$ cat src/design/ammo_pkg.sv
`default_nettype none
// ----------------------------------------------------------------------------
// ammo_pkg
// Shared types, the AES S-box and the AES round helpers for the MMO generator.
// ----------------------------------------------------------------------------
package ammo_pkg;

    localparam int unsigned KEY_SLOTS = 2;
    localparam int unsigned ROUNDS    = 10;

    // One block travelling down the round pipeline.
    typedef struct packed {
        logic         valid;
        logic         last;
        logic         idx;
        logic [127:0] seed;
        logic [127:0] state;
        logic [127:0] rkey;
    } stage_t;

    localparam logic [7:0] SBOX [256] = '{
        8'h63,8'h7c,8'h77,8'h7b,8'hf2,8'h6b,8'h6f,8'hc5,8'h30,8'h01,8'h67,8'h2b,8'hfe,8'hd7,8'hab,8'h76,
        8'hca,8'h82,8'hc9,8'h7d,8'hfa,8'h59,8'h47,8'hf0,8'had,8'hd4,8'ha2,8'haf,8'h9c,8'ha4,8'h72,8'hc0,
        8'hb7,8'hfd,8'h93,8'h26,8'h36,8'h3f,8'hf7,8'hcc,8'h34,8'ha5,8'he5,8'hf1,8'h71,8'hd8,8'h31,8'h15,
        8'h04,8'hc7,8'h23,8'hc3,8'h18,8'h96,8'h05,8'h9a,8'h07,8'h12,8'h80,8'he2,8'heb,8'h27,8'hb2,8'h75,
        8'h09,8'h83,8'h2c,8'h1a,8'h1b,8'h6e,8'h5a,8'ha0,8'h52,8'h3b,8'hd6,8'hb3,8'h29,8'he3,8'h2f,8'h84,
        8'h53,8'hd1,8'h00,8'hed,8'h20,8'hfc,8'hb1,8'h5b,8'h6a,8'hcb,8'hbe,8'h39,8'h4a,8'h4c,8'h58,8'hcf,
        8'hd0,8'hef,8'haa,8'hfb,8'h43,8'h4d,8'h33,8'h85,8'h45,8'hf9,8'h02,8'h7f,8'h50,8'h3c,8'h9f,8'ha8,
        8'h51,8'ha3,8'h40,8'h8f,8'h92,8'h9d,8'h38,8'hf5,8'hbc,8'hb6,8'hda,8'h21,8'h10,8'hff,8'hf3,8'hd2,
        8'hcd,8'h0c,8'h13,8'hec,8'h5f,8'h97,8'h44,8'h17,8'hc4,8'ha7,8'h7e,8'h3d,8'h64,8'h5d,8'h19,8'h73,
        8'h60,8'h81,8'h4f,8'hdc,8'h22,8'h2a,8'h90,8'h88,8'h46,8'hee,8'hb8,8'h14,8'hde,8'h5e,8'h0b,8'hdb,
        8'he0,8'h32,8'h3a,8'h0a,8'h49,8'h06,8'h24,8'h5c,8'hc2,8'hd3,8'hac,8'h62,8'h91,8'h95,8'he4,8'h79,
        8'he7,8'hc8,8'h37,8'h6d,8'h8d,8'hd5,8'h4e,8'ha9,8'h6c,8'h56,8'hf4,8'hea,8'h65,8'h7a,8'hae,8'h08,
        8'hba,8'h78,8'h25,8'h2e,8'h1c,8'ha6,8'hb4,8'hc6,8'he8,8'hdd,8'h74,8'h1f,8'h4b,8'hbd,8'h8b,8'h8a,
        8'h70,8'h3e,8'hb5,8'h66,8'h48,8'h03,8'hf6,8'h0e,8'h61,8'h35,8'h57,8'hb9,8'h86,8'hc1,8'h1d,8'h9e,
        8'he1,8'hf8,8'h98,8'h11,8'h69,8'hd9,8'h8e,8'h94,8'h9b,8'h1e,8'h87,8'he9,8'hce,8'h55,8'h28,8'hdf,
        8'h8c,8'ha1,8'h89,8'h0d,8'hbf,8'he6,8'h42,8'h68,8'h41,8'h99,8'h2d,8'h0f,8'hb0,8'h54,8'hbb,8'h16
    };

    localparam logic [7:0] RCON [10] = '{
        8'h01,8'h02,8'h04,8'h08,8'h10,8'h20,8'h40,8'h80,8'h1b,8'h36
    };

    function automatic logic [7:0] xtime(input logic [7:0] x);
        return {x[6:0], 1'b0} ^ (x[7] ? 8'h1b : 8'h00);
    endfunction

    // Byte 0 sits in the most significant bits of the 128-bit word.
    function automatic logic [127:0] sub_shift(input logic [127:0] s);
        logic [127:0] t;
        t = '0;
        for (int c = 0; c < 4; c++) begin
            for (int r = 0; r < 4; r++) begin
                t[127 - 8 * (r + 4 * c) -: 8] = SBOX[s[127 - 8 * (r + 4 * ((c + r) & 3)) -: 8]];
            end
        end
        return t;
    endfunction

    function automatic logic [127:0] mix_columns(input logic [127:0] t);
        logic [127:0] m;
        logic [7:0]   a0, a1, a2, a3, all;
        m = '0;
        for (int c = 0; c < 4; c++) begin
            a0  = t[127 - 32 * c -: 8];
            a1  = t[119 - 32 * c -: 8];
            a2  = t[111 - 32 * c -: 8];
            a3  = t[103 - 32 * c -: 8];
            all = a0 ^ a1 ^ a2 ^ a3;
            m[127 - 32 * c -: 8] = a0 ^ all ^ xtime(a0 ^ a1);
            m[119 - 32 * c -: 8] = a1 ^ all ^ xtime(a1 ^ a2);
            m[111 - 32 * c -: 8] = a2 ^ all ^ xtime(a2 ^ a3);
            m[103 - 32 * c -: 8] = a3 ^ all ^ xtime(a3 ^ a0);
        end
        return m;
    endfunction

    function automatic logic [127:0] key_step(input logic [127:0] rk, input logic [7:0] rc);
        logic [31:0] w [4];
        logic [31:0] sw;
        for (int i = 0; i < 4; i++) begin
            w[i] = rk[127 - 32 * i -: 32];
        end
        sw = {SBOX[w[3][23:16]] ^ rc, SBOX[w[3][15:8]], SBOX[w[3][7:0]], SBOX[w[3][31:24]]};
        w[0] = w[0] ^ sw;
        w[1] = w[1] ^ w[0];
        w[2] = w[2] ^ w[1];
        w[3] = w[3] ^ w[2];
        return {w[0], w[1], w[2], w[3]};
    endfunction

endpackage
`default_nettype wire

$ cat src/design/ammo_issue.sv
`default_nettype none
// ----------------------------------------------------------------------------
// ammo_issue
// Holds one request and feeds its blocks, one per cycle while en is high, into the pipeline.
// ----------------------------------------------------------------------------
module ammo_issue #(
    parameter int unsigned BLOCKS = 2
) (
    input  wire logic              aclk,
    input  wire logic              aresetn,
    input  wire logic              en,
    input  wire logic              in_valid,
    output logic                   in_ready,
    input  wire logic [127:0]      seed,
    input  wire logic [1:0]        block_count,
    input  wire logic [127:0]      key0,
    input  wire logic [127:0]      key1,
    output ammo_pkg::stage_t       st_out
);

    localparam int unsigned LIMIT = (BLOCKS < ammo_pkg::KEY_SLOTS) ? BLOCKS : ammo_pkg::KEY_SLOTS;
    localparam logic [1:0]  LIM   = 2'(LIMIT);

    logic         hold_valid_reg, hold_valid_next;
    logic [127:0] seed_reg;
    logic [1:0]   count_reg;
    logic         idx_reg, idx_next;
    logic [1:0]   count_sat;
    logic         is_last;
    logic         accept;
    ammo_pkg::stage_t st_reg;
    logic [127:0] key_sel;

    assign count_sat = (block_count > LIM) ? LIM : block_count;
    assign is_last   = ({1'b0, idx_reg} + 2'd1) == count_reg;
    assign in_ready  = !hold_valid_reg || (en && is_last);
    assign accept    = in_valid && in_ready;
    assign key_sel   = idx_reg ? key1 : key0;
    assign st_out    = st_reg;

    always_comb begin
        hold_valid_next = hold_valid_reg;
        idx_next        = idx_reg;
        if (accept) begin
            hold_valid_next = (count_sat != 2'd0);
            idx_next        = 1'b0;
        end else if (hold_valid_reg && en) begin
            if (is_last) begin
                hold_valid_next = 1'b0;
            end else begin
                idx_next = idx_reg + 1'b1;
            end
        end
    end

    always_ff @(posedge aclk) begin
        if (!aresetn) begin
            hold_valid_reg <= 1'b0;
            idx_reg        <= 1'b0;
            st_reg.valid   <= 1'b0;
        end else begin
            hold_valid_reg <= hold_valid_next;
            idx_reg        <= idx_next;
            if (en) begin
                st_reg.valid <= hold_valid_reg;
            end
        end
        if (accept) begin
            seed_reg  <= seed;
            count_reg <= count_sat;
        end
        if (en) begin
            st_reg.last  <= is_last;
            st_reg.idx   <= idx_reg;
            st_reg.seed  <= seed_reg;
            st_reg.state <= seed_reg ^ key_sel;
            st_reg.rkey  <= key_sel;
        end
    end

endmodule
`default_nettype wire

$ cat config.mk
export PLATFORM = sky130hd
export DESIGN_NAME = ammo_issue
export DESIGN_NICKNAME = d
export VERILOG_FILES = /design/src/design/ammo_pkg.sv /design/src/design/ammo_issue.sv
export SDC_FILE = /design/constraint.sdc
export NUM_CORES = 1
export LEC_CHECK = 0
export BUFFER_PORTS_ARGS = -buffer_cell sky130_fd_sc_hd__buf_2
export CORE_AREA = 10 10 295 297
export CTS_BUF_LIST = sky130_fd_sc_hd__clkbuf_4 sky130_fd_sc_hd__clkbuf_8
export CTS_CLUSTER_SIZE = 25
export DETAILED_ROUTE_END_ITERATION = 7
export DIE_AREA = 0 0 305 307
export PLACE_DENSITY = 0.43
export SYNTH_ARGS = -nofsm -noshare
export SYNTH_HDL_FRONTEND = slang
export SYNTH_SLANG_ARGS = --single-unit
$ cat constraint.sdc
create_clock -name aclk -period 5.84 [get_ports aclk]
set_input_delay 0.876 -clock aclk [delete_from_list [all_inputs] [get_ports aclk]]
set_output_delay 0.876 -clock aclk [all_outputs]
set_load 0.1 [all_outputs]
; ---- Word-level counts from Yosys, hierarchy flattened
; Index checks and enable logic that the tools add are counted.
[word_totals]
register_bits = 519
inputBits = 390
out_inout_bits = 388
wordCells = 33
[op_classes]
bitwise = 3
n_lt_le_gt_ge = 1
eq_ne = 1
add_sub_neg = 2
muxes = 5
reduce_logical = 11
[ops]
columns = operator, n
row1 = $mux 128, 1
row2 = $xor 128x128->128, 1
row3 = $reduce_bool 2->1, 3
row4 = $reduce_and 2->1, 2
row5 = $logic_and 1x1->1, 3
row6 = $mux 1, 3
row7 = $add 1x1->2 const B, 1
row8 = $eq 2x2->1, 1
row9 = $gt 2x2->1 const B, 1
row10 = $mux 2, 1
row11 = $not 1->1, 2
row12 = $reduce_or 2->1, 1
row13 = $add 1x1->1 const B, 1
row14 = $logic_not 1->1, 1
row15 = $logic_or 1x1->1, 1

; ---- Depth between registers and ports, before layout
[depth]
ltp_word = 7
ltp_mapped = 5
mapped_depth_nobuf = 3

; ---- Worst setup path before layout
; No wires, ideal clock.
[synth_path]
path_type = input to register
from = in en
to = reg count_reg[0], enable pin
path_buffers = 0
arrival_time_ps = 5586
setup_time_ps = 502
path_stages = 3
setup_slack_ps = -249
t_required_ps = 5338
path_cell_list = inv_1 -> o311ai_2 -> and2_1
[synth_via]
elab_chain_len = 3
[synth_rtl]
columns = item, line
row1 = start: declaration, ammo_issue.sv:11  ; input wire logic en,
row2 = $logic_and 1x1->1, ammo_issue.sv:36  ; assign in_ready = !hold_valid_reg || (en && is_last);
row3 = $logic_or 1x1->1, ammo_issue.sv:36
row4 = via in_ready, ammo_issue.sv:13  ; output logic in_ready,
row5 = $logic_and 1x1->1, ammo_issue.sv:37  ; assign accept = in_valid && in_ready;
row6 = via accept, ammo_issue.sv:30  ; logic accept;
row7 = end signal: assignment, ammo_issue.sv:70  ; count_reg <= count_sat;
row8 = end: declaration, ammo_issue.sv:26  ; logic [1:0] count_reg;
; The timed path passes the listed nets, and every way through them passes these cells.
; A chain may end at the register's enable or synchronous reset.

; ---- Worst setup path in the final report
[layout_path]
from = in en
to = out in_ready
[layout_via]
elab_chain_len = 2
[layout_rtl]
columns = item, line
row1 = $logic_and 1x1->1, ammo_issue.sv:36
row2 = $logic_or 1x1->1, ammo_issue.sv:36
row3 = end: declaration, ammo_issue.sv:13
; Every way passes these cells.

==> run summary <==
Status = complete, no violations
Initial Util = 22.89%
Total negative slack = 0 ns
Worst R2R Start = idx_reg
Largest stage delay, worst path = 0.56 ns
Synth Register Bits = 519
Yosys cell types = 20
Reg clk slew, reported paths = 0.06 ns
Max reg flops = 387
Avg WL per Cell = 21.39 µm
Hold Crit Class = in -> reg
WP data required = 4.96 ns
Share of cells above drive strength 1 = 60.78%
Die area = 93,640 µm²
Nets = 2,060
Longest Clk Path Bufs = 3
DRT iter0 DRCs = 514
Via Count = 10,730
Hold EP = seed_reg[72]
Max Cap Viol = 0
Peak Freq = 281.4 MHz
Post-layout util = 31.50%
DRT met1 WL = 20,020 µm
Final clock skew = 0.03572 ns
Num CTS Buffers = 92
Critical-path cell list = buf_8, inv_1, o311ai_2, buf_2
Initial antenna violation count = 13
Pwr Total = 9.854 mW
Ranking of synthesized cells by area = edfxtp_1 83%, xor2_1 6.0%, mux2_4 5.4%
Final Hold Viols = 0
Met2 WL post-DR = 31,540 µm
Pre-Repair DR Iteration Count = 4
Crit path max fanout = 90
DRT antenna net count = 0
RSZ-0062 raised after global routing = false
Reg-to-reg slack, setup = 3.28 ns
CORE AREA = 81,320 µm²
RR Endpoint = st_out[237]
Min-delay src = seed[72]
Post-synthesis sequential area ratio = 83.55%
Relative slew slack = 28.97%
CP endpoint kind = output pin
Critical Path Source = en
Slowest-stage cell, CP = buf_2
Met3 WL = 7228 µm
Syn avg cell area = 23.01 µm²
Worst-Skew Late Latency = 0.67 ns
Remaining DRCs = 0
Tcrit/Tclk final = 60.85%
CP Data Arrival Time = 2.68 ns
GRT Resource Usage Total = 12.17%
CTS tree = yes
Area occupied by multi-input gates = 2927 µm²
CTS sink cnt = 519
# rows = 105
Actual slew at the worst max-slew pin = 1.066 ns
Vias in the first global route = 11,910
Height of the die = 307 µm
Critical path start-end classification = in -> out
Drt total wl = 60,120 µm
Synth warn = 0
Io pins = 778
Worst setup SP type = input pin
Pwr per Cell Area = 384.7 nW/µm²
Synth Net Count = 1,199
Via/cell ratio = 3.816
# hold bufs at CTS = 0
First-pass GRT wire length = 83,350 µm
Grt ovf = 0
Cell area after synthesis = 18,620 µm²
Pleak = 10.37 nW
Die width = 305 µm
Post-DP HPWL = 45,930 µm
Area share of the largest cell type after synthesis = 83.23%
PortBufs = 777
Post-CTS setup buffer count = 0
Routability cong. = 0.8409
Syn-to-layout area delta = 37.59%
Gate Count Post-Synth = 809
Hold WS = 0.3730 ns
Max VDD drop = 0.0002332 V
H-tree levels = 3
Largest net degree at the start of global routing = 154
# setup viols final = 0
CP top delay family = buffers and inverters
Reg2Reg Depth = 3
Register area = 15,560 µm²
Post-synth top area cell = edfxtp_1
Fill cells = 8,150
Crit path time final = 3.553 ns
Post-CTS sizing = 0
Max layer used = met5
Slew Viols, Final = 0
Root Buffer = clkbuf_8
Buf+Inv Stages, Crit Path = 3
WHS Path Cells = 1
## worst max-delay path by stage
| stage | depth (start not counted) | to | slack [ns] |
|---|---|---|---|
| floorplan | 3 | count_reg[0] | 1.13 |
| global placement | 4 | in_ready | 2.19 |
| detailed placement | 4 | in_ready | 2.24 |
| CTS | 4 | in_ready | 2.24 |
| global route | 4 | in_ready | 2.12 |
| finish | 4 | in_ready | 2.29 |
## kinds of logic (layout without fill, tap and decap cells)
kind of cell / after synthesis / count (layout) / share of synthesized area, %
DFF: 519 / 519 / 83.55
AOI/OAI and AO/OA: 7 / 7 / 0.3024
other: 0 / 2 / 0
muxes: 128 / 128 / 9.093
xor gates and xnor gates: 128 / 128 / 6.022
buffers and inverters: 18 / 948 / 0.7460
and+or+nand+nor: 9 / 9 / 0.2890
## power by group
| part | internal, mW | switching, mW |
|---|---|---|
| registers | 4.43 | 0.0987 |
| clock network | 1.78 | 1.51 |
| logic | 0.334 | 1.70 |
## Yosys cell counts (all sizes together)
cell	count
inv	2
nand2b	1
edfxtp	516
nor2b	2
o311ai	1
nand4b	1
xor2	128
or3b	1
a221oi	1
a21oi	2
and2	1
buf	15
nand2	3
dfxtp	3
mux2	128
o21ai	3
clkbuf	1
## area by class of cell
class                      count  share of cell area [%]
antenna                        2                 0.01954
timing repair buffer         783                   15.59
clock inverter                40                   1.045
tap                         1070                   5.226
multi-input combinational    272                   11.42
clock buffer                 123                   5.925
inverter                       2                 0.02931
sequential                   519                   60.74
## per-layer routing
metal	up-vias	global-route usage (%)
met4	12	3.558
li1	4877	-
met5	-	0
met3	118	6.636
met1	5147	11.58
met2	572	22.19
## worst register-to-register path: stages (launching register included)
cell and delay (ns):
dfxtp_4 0.76, buf_4 0.82, mux2_2 0.58, xor2_1 0.15
## through the flow
stage | area, µm² | std cells | worst slack [ns]
2_1_floorplan | 18620 | 809 | 1.126
3_3_place_gp | 23830 | 2646 | 2.190
3_5_place_dp | 23830 | 2646 | 2.236
4_1_cts | 25610 | 2809 | 2.244
5_1_grt | 25610 | 2810 | 2.121
6_report | 25620 | 2811 | 2.287
## layout by cell type (no fill, tap or decap), drive strengths merged
cell,instances
bufinv,2
xor2,128
or3b,1
a21oi,2
clkinv,34
mux2,128
o311ai,1
buf,783
nor2b,2
inv,4
nand2,3
nand2b,1
a221oi,1
nand4b,1
dfxtp,3
and2,1
edfxtp,516
diode,2
o21ai,3
clkbuf,123
clkinvlp,2
(Power assumes the default switching activity.)
